**src/chunk_header_stream_parser_defines.svh**
```systemverilog
// Assertion macros for the chunk header stream parser.
// Each macro expects signals named clock and reset in the calling scope.
`ifndef CHUNK_HEADER_STREAM_PARSER_DEFINES_SVH
`define CHUNK_HEADER_STREAM_PARSER_DEFINES_SVH

`ifndef SYNTHESIS

// prop must hold at every edge outside reset
`define CHP_ASSERT(lbl, prop) \
   lbl: assert property (@(posedge clock) disable iff (reset) (prop)) \
      else $error("chp assertion failed");

// expr must never be true outside reset
`define CHP_ASSERT_NEVER(lbl, expr) \
   lbl: assert property (@(posedge clock) disable iff (reset) !(expr)) \
      else $error("chp forbidden condition seen");

`else

`define CHP_ASSERT(lbl, prop)
`define CHP_ASSERT_NEVER(lbl, expr)

`endif

`endif

```
**src/chp_pkg.sv**
```systemverilog
package chp_pkg;

   // longest varint lead: 1111110x takes five continuation bytes
   localparam logic [2:0] MAX_CONTINUATIONS = 3'd5;

   typedef enum logic [2:0] {
      PH_ID_LEAD  = 3'd0,
      PH_ID_CONT  = 3'd1,
      PH_FLAGS    = 3'd2,
      PH_LEN_LEAD = 3'd3,
      PH_LEN_CONT = 3'd4,
      PH_CONTENT  = 3'd5,
      PH_HALT     = 3'd6
   } phase_type;

   typedef enum logic [1:0] {
      KIND_HEADER  = 2'd0,
      KIND_CONTENT = 2'd1,
      KIND_ERROR   = 2'd2
   } kind_type;

   typedef enum logic [1:0] {
      ERR_STRAY_CONT   = 2'd0,
      ERR_INVALID_LEAD = 2'd1,
      ERR_MISSING_CONT = 2'd2
   } err_type;

   typedef struct packed {
      phase_type   phase;
      logic [30:0] acc;
      logic [2:0]  cont_left;
      logic [30:0] held_id;
      logic [7:0]  held_flag;
      logic [30:0] remaining;
   } state_type;

   typedef struct packed {
      kind_type    kind;
      logic [30:0] chunk_id;
      logic [2:0]  chunk_type;
      logic [4:0]  chunk_flags;
      logic [30:0] content_length;
      logic [7:0]  data_byte;
      logic        last_content;
      err_type     error_code;
   } result_type;

endpackage

```
**src/chp_step.sv**
```systemverilog
module chp_step
   import chp_pkg::*;
(
   input  state_type  cur_i,
   input  logic [7:0] byte_i,
   output state_type  nxt_o,
   output result_type res_o,
   output logic       res_valid_o
);

   logic [2:0]  lead_n;
   logic [7:0]  lead_keep;
   logic [30:0] acc_shift;
   logic [2:0]  left_dec;
   logic [30:0] rem_dec;

   // leading-ones decode of a multi-byte lead; zero count means 0xFE/0xFF
   always_comb begin
      priority if (byte_i[7:5] == 3'b110) begin
         lead_n = 3'd1; lead_keep = 8'h1F;
      end else if (byte_i[7:4] == 4'b1110) begin
         lead_n = 3'd2; lead_keep = 8'h0F;
      end else if (byte_i[7:3] == 5'b11110) begin
         lead_n = 3'd3; lead_keep = 8'h07;
      end else if (byte_i[7:2] == 6'b111110) begin
         lead_n = 3'd4; lead_keep = 8'h03;
      end else if (byte_i[7:1] == 7'b1111110) begin
         lead_n = 3'd5; lead_keep = 8'h01;
      end else begin
         lead_n = 3'd0; lead_keep = 8'h00;
      end
   end

   assign acc_shift = {cur_i.acc[24:0], byte_i[5:0]};
   assign left_dec  = cur_i.cont_left - 3'd1;
   assign rem_dec   = cur_i.remaining - 31'd1;

   always_comb begin
      logic        is_len;
      logic        done;
      logic [30:0] done_val;
      logic        hdr;
      logic [30:0] hdr_len;
      logic [7:0]  hdr_flag;
      logic        err;
      err_type     err_code;

      nxt_o       = cur_i;
      res_o       = '0;
      res_valid_o = 1'b0;
      is_len      = 1'b0;
      done        = 1'b0;
      done_val    = '0;
      hdr         = 1'b0;
      hdr_len     = '0;
      hdr_flag    = cur_i.held_flag;
      err         = 1'b0;
      err_code    = ERR_STRAY_CONT;

      unique case (cur_i.phase)
         PH_ID_LEAD, PH_LEN_LEAD: begin
            is_len = (cur_i.phase == PH_LEN_LEAD);
            if (!byte_i[7]) begin
               done     = 1'b1;
               done_val = {23'd0, byte_i};
            end else if (!byte_i[6]) begin
               err      = 1'b1;
               err_code = ERR_STRAY_CONT;
            end else if (lead_n == 3'd0 || lead_n > MAX_CONTINUATIONS) begin
               err      = 1'b1;
               err_code = ERR_INVALID_LEAD;
            end else begin
               nxt_o.acc       = {23'd0, byte_i & lead_keep};
               nxt_o.cont_left = lead_n;
               nxt_o.phase     = is_len ? PH_LEN_CONT : PH_ID_CONT;
            end
         end
         PH_ID_CONT, PH_LEN_CONT: begin
            is_len = (cur_i.phase == PH_LEN_CONT);
            if (byte_i[7:6] != 2'b10) begin
               err      = 1'b1;
               err_code = ERR_MISSING_CONT;
            end else begin
               nxt_o.acc       = acc_shift;
               nxt_o.cont_left = left_dec;
               if (left_dec == 3'd0) begin
                  done     = 1'b1;
                  done_val = acc_shift;
               end
            end
         end
         PH_FLAGS: begin
            nxt_o.held_flag = byte_i;
            hdr_flag        = byte_i;
            if (byte_i[5]) begin
               // short chunk: no length varint
               hdr     = 1'b1;
               hdr_len = 31'd1;
            end else begin
               nxt_o.phase = PH_LEN_LEAD;
            end
         end
         PH_CONTENT: begin
            res_valid_o     = 1'b1;
            res_o.kind      = KIND_CONTENT;
            res_o.data_byte = byte_i;
            nxt_o.remaining = rem_dec;
            if (rem_dec == 31'd0) begin
               res_o.last_content = 1'b1;
               nxt_o.phase        = PH_ID_LEAD;
            end
         end
         PH_HALT: begin
         end
         default: begin
         end
      endcase

      if (done) begin
         if (!is_len) begin
            nxt_o.held_id = done_val;
            nxt_o.phase   = PH_FLAGS;
         end else begin
            hdr     = 1'b1;
            hdr_len = done_val;
         end
      end

      if (hdr) begin
         res_valid_o          = 1'b1;
         res_o.kind           = KIND_HEADER;
         res_o.chunk_id       = cur_i.held_id;
         res_o.chunk_type     = hdr_flag[2:0];
         res_o.chunk_flags    = hdr_flag[7:3];
         res_o.content_length = hdr_len;
         nxt_o.remaining      = hdr_len;
         nxt_o.phase          = (hdr_len == 31'd0) ? PH_ID_LEAD : PH_CONTENT;
      end

      if (err) begin
         res_valid_o      = 1'b1;
         res_o            = '0;
         res_o.kind       = KIND_ERROR;
         res_o.error_code = err_code;
         nxt_o.phase      = PH_HALT;
      end
   end

endmodule

```
**src/chunk_header_stream_parser.sv**
```systemverilog
// Chunk header stream parser.
// req channel: one raw stream byte per transaction (req_stream_byte).
// rsp channel: zero or one result transaction per input byte: a chunk
//   header (id, type, flags, length), a content byte (with last marker),
//   or an error. Bytes that complete no header (id bytes, flag byte of a
//   long chunk, varint lead/continuation bytes) give no result.
// A byte accepted into the input register is parsed from there once the
//   result slot is free, and its result is written to the output register.
// Throughput: one byte per cycle while rsp_ready stays high; set by the
//   single parse step between the input register and the result register.
// Stall: while rsp_ready is low and a result is held, the input register
//   still accepts one byte; further bytes wait on req_ready. req_ready
//   follows rsp_ready combinationally.
// Reset: synchronous, active high; empties both registers and returns
//   the parser to expecting a chunk id.
// After an error the block keeps accepting bytes and drops them silently
//   until the next reset.
`include "chunk_header_stream_parser_defines.svh"

module chunk_header_stream_parser
   import chp_pkg::*;
(
   input  logic        clock,
   input  logic        reset,
   input  logic        req_valid,
   output logic        req_ready,
   input  logic [7:0]  req_stream_byte,
   output logic        rsp_valid,
   input  logic        rsp_ready,
   output logic [1:0]  rsp_kind,
   output logic [30:0] rsp_chunk_id,
   output logic [2:0]  rsp_chunk_type,
   output logic [4:0]  rsp_chunk_flags,
   output logic [30:0] rsp_content_length,
   output logic [7:0]  rsp_data_byte,
   output logic        rsp_last_content,
   output logic [1:0]  rsp_error_code
);

   // input register
   logic       in_valid_ff;
   logic [7:0] in_byte_ff;

   // parser state
   state_type  state_ff;
   state_type  state_in;

   // result register
   logic       rsp_valid_ff;
   result_type rsp_ff;

   result_type step_res;
   logic       step_valid;
   logic       advance;

   // short names for the checks at the end
   logic       err_held;
   logic       in_cont_phase;
   logic       content_empty;

   chp_step u_step (
      .cur_i       (state_ff),
      .byte_i      (in_byte_ff),
      .nxt_o       (state_in),
      .res_o       (step_res),
      .res_valid_o (step_valid)
   );

   // parse the held byte once the result slot is free (or draining now)
   assign advance   = in_valid_ff && (!rsp_valid_ff || rsp_ready);
   assign req_ready = !in_valid_ff || advance;

   always_ff @(posedge clock) begin
      if (reset) begin
         in_valid_ff <= 1'b0;
      end else if (req_ready) begin
         in_valid_ff <= req_valid;
      end
   end

   always_ff @(posedge clock) begin
      if (req_valid && req_ready) begin
         in_byte_ff <= req_stream_byte;
      end
   end

   // only the phase needs a reset; every other field is written before use
   always_ff @(posedge clock) begin
      if (reset) begin
         state_ff.phase <= PH_ID_LEAD;
      end else if (advance) begin
         state_ff <= state_in;
      end
   end

   always_ff @(posedge clock) begin
      if (reset) begin
         rsp_valid_ff <= 1'b0;
      end else if (advance) begin
         rsp_valid_ff <= step_valid;
      end else if (rsp_ready) begin
         rsp_valid_ff <= 1'b0;
      end
   end

   always_ff @(posedge clock) begin
      if (advance && step_valid) begin
         rsp_ff <= step_res;
      end
   end

   assign rsp_valid          = rsp_valid_ff;
   assign rsp_kind           = rsp_ff.kind;
   assign rsp_chunk_id       = rsp_ff.chunk_id;
   assign rsp_chunk_type     = rsp_ff.chunk_type;
   assign rsp_chunk_flags    = rsp_ff.chunk_flags;
   assign rsp_content_length = rsp_ff.content_length;
   assign rsp_data_byte      = rsp_ff.data_byte;
   assign rsp_last_content   = rsp_ff.last_content;
   assign rsp_error_code     = rsp_ff.error_code;

   assign err_held      = rsp_valid_ff && (rsp_ff.kind == KIND_ERROR);
   assign in_cont_phase = (state_ff.phase == PH_ID_CONT) || (state_ff.phase == PH_LEN_CONT);
   assign content_empty = (state_ff.phase == PH_CONTENT) && (state_ff.remaining == 31'd0);

   // halt is terminal until reset
   `CHP_ASSERT(a_halt_sticky, (state_ff.phase == PH_HALT) |=> (state_ff.phase == PH_HALT))

   // an error result in the output register means the parser has halted
   `CHP_ASSERT(a_err_halts, err_held |-> (state_ff.phase == PH_HALT))

   // content phase always has bytes left to pass through
   `CHP_ASSERT_NEVER(a_content_nonzero, content_empty)

   // continuation phases always expect at least one more byte
   `CHP_ASSERT_NEVER(a_cont_nonzero, in_cont_phase && (state_ff.cont_left == 3'd0))

endmodule

```
**config.mk**
```make
export PLATFORM = sky130hd
export DESIGN_NAME = chunk_header_stream_parser
export DESIGN_NICKNAME = d
export VERILOG_FILES = /design/src/chp_pkg.sv /design/src/chp_step.sv /design/src/chunk_header_stream_parser.sv
export VERILOG_INCLUDE_DIRS = /design/src /design/src/src
export SDC_FILE = /design/constraint.sdc
export NUM_CORES = 1
export LEC_CHECK = 0
export BUFFER_PORTS_ARGS = -buffer_cell sky130_fd_sc_hd__buf_2
export CAP_MARGIN = 20
export CORE_MARGIN = 2
export CORE_UTILIZATION = 43
export DETAILED_ROUTE_END_ITERATION = 8
export PLACE_DENSITY_LB_ADDON = 0.05
export SLEW_MARGIN = 10
export SYNTH_ARGS = -nofsm -noshare
export SYNTH_HDL_FRONTEND = slang
export SYNTH_SLANG_ARGS = --single-unit
```
**constraint.sdc**
```tcl
create_clock -name clock -period 8.3 [get_ports clock]
set_input_delay 1.66 -clock clock [delete_from_list [all_inputs] [get_ports clock]]
set_output_delay 1.66 -clock clock [all_outputs]
set_load 0.005 [all_outputs]
```
==> flow_summary.toml, run 1 <==
[status]
status = "complete, no violations"

[floorplanning]
core_sq_um = 20000
io_pins = 97
die_area_sq_um = 21400
rows = 52
fp.dieW_um = 146
initial_core_util_pct = 43.5
die_h_um = 146

[global_routing]
grt_usage_pct = 18.4
grt_pass1_wl_mm = 30.3
globalRouteOverflowTotal = 0
grt_max_degree = 59
antenna_found_initial = 0
grt_pass1_vias = 5437

[timing]
fmax_mhz = 251
period_minus_slack_ps = 3990
rsz0062_at_grt = "no"
tns_ps = 0
period_share_pct = 48.1
worstMarginPinSlew_ps = 1060
slew_violations = 0
setup-violations-final = 0
skew_ps = 11.3
hold_viol = 0
slew_headroom_pct = 28.8

[routing]
drc = 0
via_count = 5564
drt-initial-drc-count = 436
drt.antenna.violating_nets = 0
firstDrtPassIters = 5
wl_per_cell_um = 18.5
routed_wl_mm = 19.3
vias_per_cell = 5.36

[setup_path]
crit_fanout = 50
cp.required_ps = 8400
cp-start-kind = "flop"
cpPeakStageDelay_ps = 600
worstPathArrival_ps = 4090
cp_cell_sequence = "and3_1 -> a31oi_1 -> nor2_1 -> a311oi_1 -> inv_1 -> o31ai_1 -> clkinv_2 -> buf_4"
critPathSlowestCell = "clkinv_2"
critPathKind = "reg2reg"
crit_path_end_kind = "flop"

[job]
drv_cap = 0

[cells_and_area]
num-nets-final = 773
antenna_cells = 0
multi_input_area_sq_um = 2740
final_cells = 1039
fillers = 1808
drive_gt1_share_pct = 20.2
area_growth_pct = 14.8
register_area_sq_um = 5780

[clock_tree]
ctsResizeCount = 0
numCtsBuffers = 17
post_cts_buffers = 0
insertion_delay_ps = 430
cts_buffer_depth = 2
cts_hold_buf = 0
clkTransAtPathRegs_ps = 70
cts_max_level = 4
cts_tree = "built"
cts_sinks = 194
cts-root-buf = "clkbuf_16"

[placed_design]
gp_congestion = 0.908
placed_cells = 1008
io_buffers = 96
dp_hpwl_mm = 13.8

[logic_synthesis]
synth_area_leaders = "edfxtp_1, and2_1, and3_1, nor2_1, xnor2_1"
synth_area_per_cell_sq_um = 13.0
ys_top_cells_by_count = "edfxtp_1, and2_1, nor2_1, clkbuf_1, and3_1"
synth_edf_count = 189
synth_warnings = 0
synth_top_area_share_pct = 65.2
synthArstFlopShare_pct = 0
synth.most_common_cell = "edfxtp_1"
ys_types = 55
synth_ff_type = "edfxtp_1"
mappedNetlistArea_sq_um = 8710
synth_nets = 688
synth_seq_cells = 194
syn_inst = 672
ys_seq_area_share_pct = 66.3
synth.largest_area_cell = "edfxtp_1"

[power]
leakagePower_nw = 3.70
power.density_nw_per_um2 = 204
irDropWorstVdd_v = 0.000146

[min_path]
hold_class = "reg2reg"
[where the power goes]
part	leakage [nW]	internal, W	switching, W
Combinational	1.57	0.0000493	0.0000901
Sequential	1.87	0.00111	0.0000225
Clock	0.263	0.000394	0.000371
[registers in the layout, indices dropped and copies added, names as in the netlist, 3 cells and up]
register / count
in_byte_ff: 8
rsp_chunk_flags: 5
rsp_chunk_id: 31
rsp_chunk_type: 3
rsp_content_length: 31
rsp_data_byte: 8
state_ff: 101
[worst max-delay path: cells and delay by family (launching register included)]
family          cells  cell delay (ps)
simple gates        2              390
buf+inv             3             1330
flops               1              590
compound gates      3             1310
[metrics by stage]
stage | cell area (sq um) | setup WS [ps] | total power, W | utilization, % | hold WS, ps
after global routing | 10000 | 3990 | 0.00212 | 49.9 | 538
after CTS | 10000 | 4330 | 0.00206 | 49.9 | 520
after global placement | 9450 | 4360 | 0.00130 | 47.2 | 508
final | 10000 | 4310 | 0.00204 | 49.9 | 518
after detailed placement | 9450 | 4260 | 0.00130 | 47.2 | 503
after floorplan | 8710 | 775 | 0.00124 | - | 497
[cell usage in the layout, fill, tap and decap left out, types with 3 or more instances in the layout]
master	instances
a31oi_1	3
clkbuf_16	17
o21a_1	4
o21ai_0	17
a21oi_1	16
nand2_1	24
o21bai_1	14
or2_2	3
nor4b_1	5
buf_4	8
and3_1	28
and2_1	98
nor4_1	13
nor3b_1	3
a21o_1	14
nand2b_1	6
nor2b_1	7
nand4b_1	3
and4_1	3
xnor2_1	16
ha_1	4
or4_1	3
mux2_2	7
buf_2	96
inv_1	14
clkinvlp_4	3
nand3_1	11
or3_1	7
o22ai_1	5
nor4b_2	3
inv_8	5
edfxtp_1	189
nor2_1	41
nand4_1	6
o31ai_1	3
xor2_1	14
nor3_1	16
dfxtp_1	5
[final timing paths]
path / startpoint / end / slack [ps] / depth (start not counted)
worst max-delay path: in_byte_ff[5]$_DFFE_PP_ / rsp_content_length[19]$_SDFFCE_PP0P_ / 4310 / 8
worst min-delay path: state_ff[66]$_DFFE_PP_ / rsp_chunk_id[27]$_SDFFCE_PP0P_ / 520 / 1
worst max register to register: in_byte_ff[5]$_DFFE_PP_ / rsp_content_length[19]$_SDFFCE_PP0P_ / 4310 / 8
worst min register to register: state_ff[66]$_DFFE_PP_ / rsp_chunk_id[27]$_SDFFCE_PP0P_ / 520 / 1
[layer usage]
metal | up-vias | wire (um) | GRT usage [%]
met5 | - | 0 | 0
met4 | 0 | 463 | 6.84
met3 | 30 | 959 | 3.41
met2 | 194 | 9520 | 30.8
met1 | 2688 | 8320 | 24.1
li1 | 2652 | - | -
[kinds of logic after synthesis]
group	Yosys count	synth area share [%]
simple gates	290	19.4
flops	194	66.3
compound gates	94	7.27
buf+inv	53	2.47
xor+xnor	30	3.02
mux	7	0.905
fa+ha+maj	4	0.575
[final cells by class]
class,count,share of cell area [%]
flip-flops and latches,194,57.8
clock buffers,18,4.29
repair buffers,104,5.41
well taps,270,3.38
clock inverters,13,1.19
multi-input cells,425,27.4
inverters,15,0.576
(Power assumes the default switching activity.)
==> inputs of run 2 (changes only) <==
==> constraint.sdc (replaced) <==
create_clock -name clock -period 4.1 [get_ports clock]
set_input_delay 0.82 -clock clock [delete_from_list [all_inputs] [get_ports clock]]
set_output_delay 0.82 -clock clock [all_outputs]
set_load 0.005 [all_outputs]
==> flow_summary.toml, run 2 (synthesis results as in run 1) <==
[status]
status = "complete, no violations"

[floorplanning]
die_area_sq_um = 21400
initial_core_util_pct = 43.5
die_h_um = 146
rows = 52
io_pins = 97
core_sq_um = 20000
fp.dieW_um = 146

[setup_path]
crit_family = "simple AND/OR/NAND/NOR gates"
regToRegSetupSlack_ps = 640
rr_startpoint = "state_ff[5]$_DFFE_PP_"
critPathKind = "reg2reg"
r2r_end = "state_ff[104]$_SDFFE_PP0P_"
startpoint = "state_ff[5]$_DFFE_PP_"
cp.required_ps = 4420
critPathSlowestCell = "nor4_1"
cp_cell_sequence = "nor4_1 -> nand2_1 -> or3_4 -> or4_4 -> a311o_1 -> nor4b_2 -> o22ai_1"
cp-start-kind = "flop"
reg2regPathDepth = 7
crit_fanout = 9
cp_num_buf_inv = 0
cpPeakStageDelay_ps = 670
worst-path-stages = 7
worstPathArrival_ps = 3780
crit_path_end_kind = "flop"
crit_end = "state_ff[104]$_SDFFE_PP0P_"

[cells_and_area]
area_growth_pct = 16.6
largest-register = "state_ff"
multi_input_area_sq_um = 2770
final_common_cell = "edfxtp_1"
num-nets-final = 778
register_area_sq_um = 5780
post-route-util_pct = 50.6
fillers = 1825
layout_common_cells = "edfxtp_1, and2_1, buf_2"
largest_reg_flops = 101
drive_gt1_share_pct = 20.8
antenna_cells = 0

[clock_tree]
clkTransAtPathRegs_ps = 70
cts_tree = "built"
numCtsBuffers = 17
cts_sinks = 194
insertion_delay_ps = 440
cts_buffer_depth = 2
cts_hold_buf = 0
post_cts_buffers = 0
cts-root-buf = "clkbuf_16"
cts_max_level = 4
ctsResizeCount = 0

[placed_design]
io_buffers = 96
gp_congestion = 0.895
dp_hpwl_mm = 13.9

[global_routing]
grt_pass1_wl_mm = 31.0
grt_usage_pct = 19.1
globalRouteOverflowTotal = 0
grt_pass1_vias = 5442
antenna_found_initial = 0
grt_max_degree = 58

[routing]
via_count = 5503
firstDrtPassIters = 5
vias_per_cell = 5.27
drt.antenna.violating_nets = 0
drc = 0
wl_per_cell_um = 18.8
routed_wl_mm = 19.7
drt-initial-drc-count = 484

[power]
power.density_nw_per_um2 = 425
leakagePower_nw = 3.77
power_w = 0.00431
irDropWorstVdd_v = 0.000267

[timing]
tns_ps = 0
period_minus_slack_ps = 3460
hold_viol = 0
slew_violations = 0
period_share_pct = 84.5
worstMarginPinSlew_ps = 908
slew_headroom_pct = 39.4
skew_ps = 9.25
fmax_mhz = 289
rsz0062_at_grt = "no"
setup-violations-final = 0

[job]
drv_cap = 0

[min_path]
hold_class = "reg2reg"
[run 2: cell type report]
| cell class | count | share of cell area [%] |
|---|---|---|
| Multi-Input combinational cell | 425 | 27.2 |
| Timing Repair Buffer | 109 | 5.82 |
| Tap cell | 270 | 3.33 |
| Inverter | 15 | 0.592 |
| Sequential cell | 194 | 56.9 |
| Clock buffer | 17 | 4.19 |
| Clock inverter | 15 | 1.92 |
[run 2: worst min path at each step]
stage | start | end | slack (ps) | cells after the start
2_1_floorplan | state_ff[39]$_DFFE_PP_ | rsp_chunk_id[0]$_SDFFCE_PP0P_ | 500 | 1
3_3_place_gp | state_ff[67]$_DFFE_PP_ | rsp_chunk_id[28]$_SDFFCE_PP0P_ | 510 | 1
3_5_place_dp | state_ff[44]$_DFFE_PP_ | rsp_chunk_id[5]$_SDFFCE_PP0P_ | 500 | 1
4_1_cts | state_ff[68]$_DFFE_PP_ | rsp_chunk_id[29]$_SDFFCE_PP0P_ | 520 | 1
5_1_grt | req_stream_byte[2] | in_byte_ff[2]$_DFFE_PP_ | 540 | 1
6_report | state_ff[68]$_DFFE_PP_ | rsp_chunk_id[29]$_SDFFCE_PP0P_ | 520 | 1
[run 2: layer usage]
metal	share of wire (%)	track usage [%]	up-vias	wire length [um]
met2	49	31.0	171	9570
li1	-	-	2658	-
met5	0	0	-	0
met1	44	25.3	2643	8680
met3	4.6	3.34	31	905
met4	2.7	8.59	0	541
[run 2: power by group]
part / total [W] / leakage [nW] / switching, W / internal (W)
combinational: 0.000294 / 1.60 / 0.000190 / 0.000104
clock: 0.00172 / 0.302 / 0.000792 / 0.000929
sequential: 0.00230 / 1.87 / 0.0000424 / 0.00225
[run 2: metrics by stage]
stage | instance area [sq um] | setup WS, ps | hold WS, ps | std cells
detailed placement | 9530 | 596 | 501 | 1013
finish | 10100 | 637 | 518 | 1045
global route | 10100 | 347 | 536 | 1045
CTS | 10100 | 593 | 522 | 1045
floorplan | 8730 | 139 | 497 | 672
global placement | 9530 | 793 | 507 | 1013
==> inputs of run 3 (changes only) <==
--- a/config.mk
+++ b/config.mk
@@ -6,6 +6,7 @@
 export SDC_FILE = /design/constraint.sdc
 export NUM_CORES = 1
 export LEC_CHECK = 0
+export ABC_AREA = 1
 export BUFFER_PORTS_ARGS = -buffer_cell sky130_fd_sc_hd__buf_2
 export CAP_MARGIN = 20
 export CORE_MARGIN = 2
==> constraint.sdc (replaced) <==
create_clock -name clock -period 3.1 [get_ports clock]
set_input_delay 0.62 -clock clock [delete_from_list [all_inputs] [get_ports clock]]
set_output_delay 0.62 -clock clock [all_outputs]
set_load 0.005 [all_outputs]
==> flow_summary.toml, run 3 <==
[status]
status = "complete, no violations"

[floorplanning]
fp.dieW_um = 147
initial_core_util_pct = 43.7
core_sq_um = 20200
die_area_sq_um = 21700
io_pins = 97
die_h_um = 147
rows = 52

[cells_and_area]
fillers = 1911
post-route-util_pct = 51.2
final_cells = 1280
register_area_sq_um = 5780
area_growth_pct = 17.1
antenna_cells = 0
multi_input_area_sq_um = 2450
final_common_cell = "nand2_1"
layout_common_cells = "nand2_1, edfxtp_1, nor2_1"
drive_gt1_share_pct = 17.9
num-nets-final = 1013
largest_reg_flops = 101
largest-register = "state_ff"

[setup_path]
worstPathArrival_ps = 2840
regToRegSetupSlack_ps = 410
cp-start-kind = "flop"
critPathKind = "reg2reg"
crit_path_end_kind = "flop"
crit_fanout = 53
cp.required_ps = 3240
rr_startpoint = "state_ff[106]$_SDFFE_PP0P_"
reg2regPathDepth = 12
r2r_end = "rsp_chunk_id[14]$_SDFFCE_PP0P_"

[timing]
slew_violations = 0
worstMarginPinSlew_ps = 508
period_minus_slack_ps = 2690
hold_viol = 0
slew_headroom_pct = 66.1
fmax_mhz = 371
rsz0062_at_grt = "no"
period_share_pct = 86.9
whs_ps = 355
skew_ps = 15.0
setup-violations-final = 0
fin_ws_ps = 406

[min_path]
holdPathStages = 1
hold_class = "in2reg"
holdCritStartpoint = "req_stream_byte[3]"
hold_end = "in_byte_ff[3]$_DFFE_PP_"

[job]
drv_cap = 0

[logic_synthesis]
syn_inst = 882
ys_top_cells_by_count = "nand2_1, edfxtp_1, nor2_1, inv_1, o21ai_0"
synth_nets = 898
synth_area_leaders = "edfxtp_1, nand2_1, nor2_1, inv_1, o21ai_0"
synth_top_area_share_pct = 64.4
synth_area_per_cell_sq_um = 10.0
ys_types = 38
synth_warnings = 0
synth.largest_area_cell = "edfxtp_1"
synth_edf_count = 189
mappedNetlistArea_sq_um = 8820
synth_ff_type = "edfxtp_1"
ys_seq_area_share_pct = 65.5
synth_seq_cells = 194
synthArstFlopShare_pct = 0
synth.most_common_cell = "nand2_1"

[power]
p_switching_w = 0.00138
power_w = 0.00556
power.density_nw_per_um2 = 539
leakagePower_nw = 4.45
power_frac_seq_pct = 54.2
irDropWorstVdd_v = 0.000377
combPwrFrac_pct = 7.6
sw_frac_of_total_pct = 24.9
power.internal_w = 0.00418
pwr-share-clk_pct = 38.3

[global_routing]
grt_pass1_wl_mm = 31.8
globalRouteOverflowTotal = 0
antenna_found_initial = 0
grt_max_degree = 59
grt_usage_pct = 19.3
grt_pass1_vias = 5946

[clock_tree]
cts-root-buf = "clkbuf_16"
cts_buffer_depth = 2
post_cts_buffers = 0
clkTransAtPathRegs_ps = 80
insertion_delay_ps = 430
numCtsBuffers = 17
ctsResizeCount = 0
cts_max_level = 4
cts_hold_buf = 0
cts_sinks = 194
cts_tree = "built"

[routing]
firstDrtPassIters = 5
vias_per_cell = 4.78
drc = 0
wl_per_cell_um = 15.5
via_count = 6122
drt-initial-drc-count = 454
routed_wl_mm = 19.9
drt.antenna.violating_nets = 0

[placed_design]
preCtsSetupSlack_ps = 241
io_buffers = 96
gp_congestion = 0.909
placed_cells = 1248
dp_hpwl_mm = 14.3
run 3: cell types whose count changed after synthesis, moves of 15 or more:
cell / delta
and2_1: -98
and3_1: -28
clkbuf_1: -28
inv_1: +121
nand2_1: +184
nor2_1: +125
xnor2_1: -15
run 3: through the flow:
step	instance area (sq um)	setup TNS, ps
2_1_floorplan	8870	-5250
6_report	10300	0
3_3_place_gp	9740	0
4_1_cts	10300	0
3_5_place_dp	9740	0
5_1_grt	10300	0
run 3: kinds of logic after synthesis:
family                     count (synthesis)  share of synthesized area [%]
and+or+nand+nor                          445                           21.4
DFF                                      194                           65.5
buffers and inverters                    159                           7.19
AOI/OAI and AO/OA                         76                           4.97
adders and majority gates                  4                          0.568
xor gates and xnor gates                   3                          0.298
muxes                                      1                          0.114
run 3: layout make-up:
type,count,area share [%]
sequential,194,55.9
tap,270,3.27
inverter,141,5.21
timing repair buffer,114,6.24
multi-input combinational,529,23.7
clock inverter,13,1.43
clock buffer,19,4.19
run 3: worst max path at each step:
stage	start	to	slack, ps	cells past startpoint
finish	state_ff[106]$_SDFFE_PP0P_	rsp_chunk_id[14]$_SDFFCE_PP0P_	410	12
global route	state_ff[70]$_DFFE_PP_	rsp_content_length[24]$_SDFFCE_PP0P_	120	14
CTS	state_ff[106]$_SDFFE_PP0P_	state_ff[13]$_DFFE_PP_	190	11
detailed placement	state_ff[106]$_SDFFE_PP0P_	state_ff[16]$_DFFE_PP_	240	11
global placement	state_ff[106]$_SDFFE_PP0P_	state_ff[21]$_DFFE_PP_	350	11
floorplan	state_ff[70]$_DFFE_PP_	rsp_chunk_flags[0]$_SDFFCE_PP0P_	-60	13
run 3: routing by layer:
layer | GRT usage (%) | up-vias | share of wire [%]
li1 | - | 3106 | -
met1 | 26.6 | 2811 | 47
met2 | 30.3 | 182 | 46
met3 | 4.01 | 23 | 4.4
met4 | 7.02 | 0 | 2.5
met5 | 0 | - | 0
run 3: power groups by stage:
stage,clock network (W),registers (W),logic (W)
4_1_cts,0.00218,0.00301,0.000426
2_1_floorplan,0,0.00307,0.000268
3_3_place_gp,0,0.00307,0.000423
3_5_place_dp,0,0.00307,0.000423
6_report,0.00213,0.00301,0.000420
5_1_grt,0.00228,0.00302,0.000475
run 3: critical path, cell delays in order, from the launching register on:
cell	delay, ps
dfxtp_1	600
nor2_1	120
nand2_1	130
o21ai_2	100
nand2_1	150
nand2_4	70
nand2_4	190
inv_6	120
nor2_4	120
nand2_2	70
o21ai_2	270
clkinvlp_4	190
buf_12	200
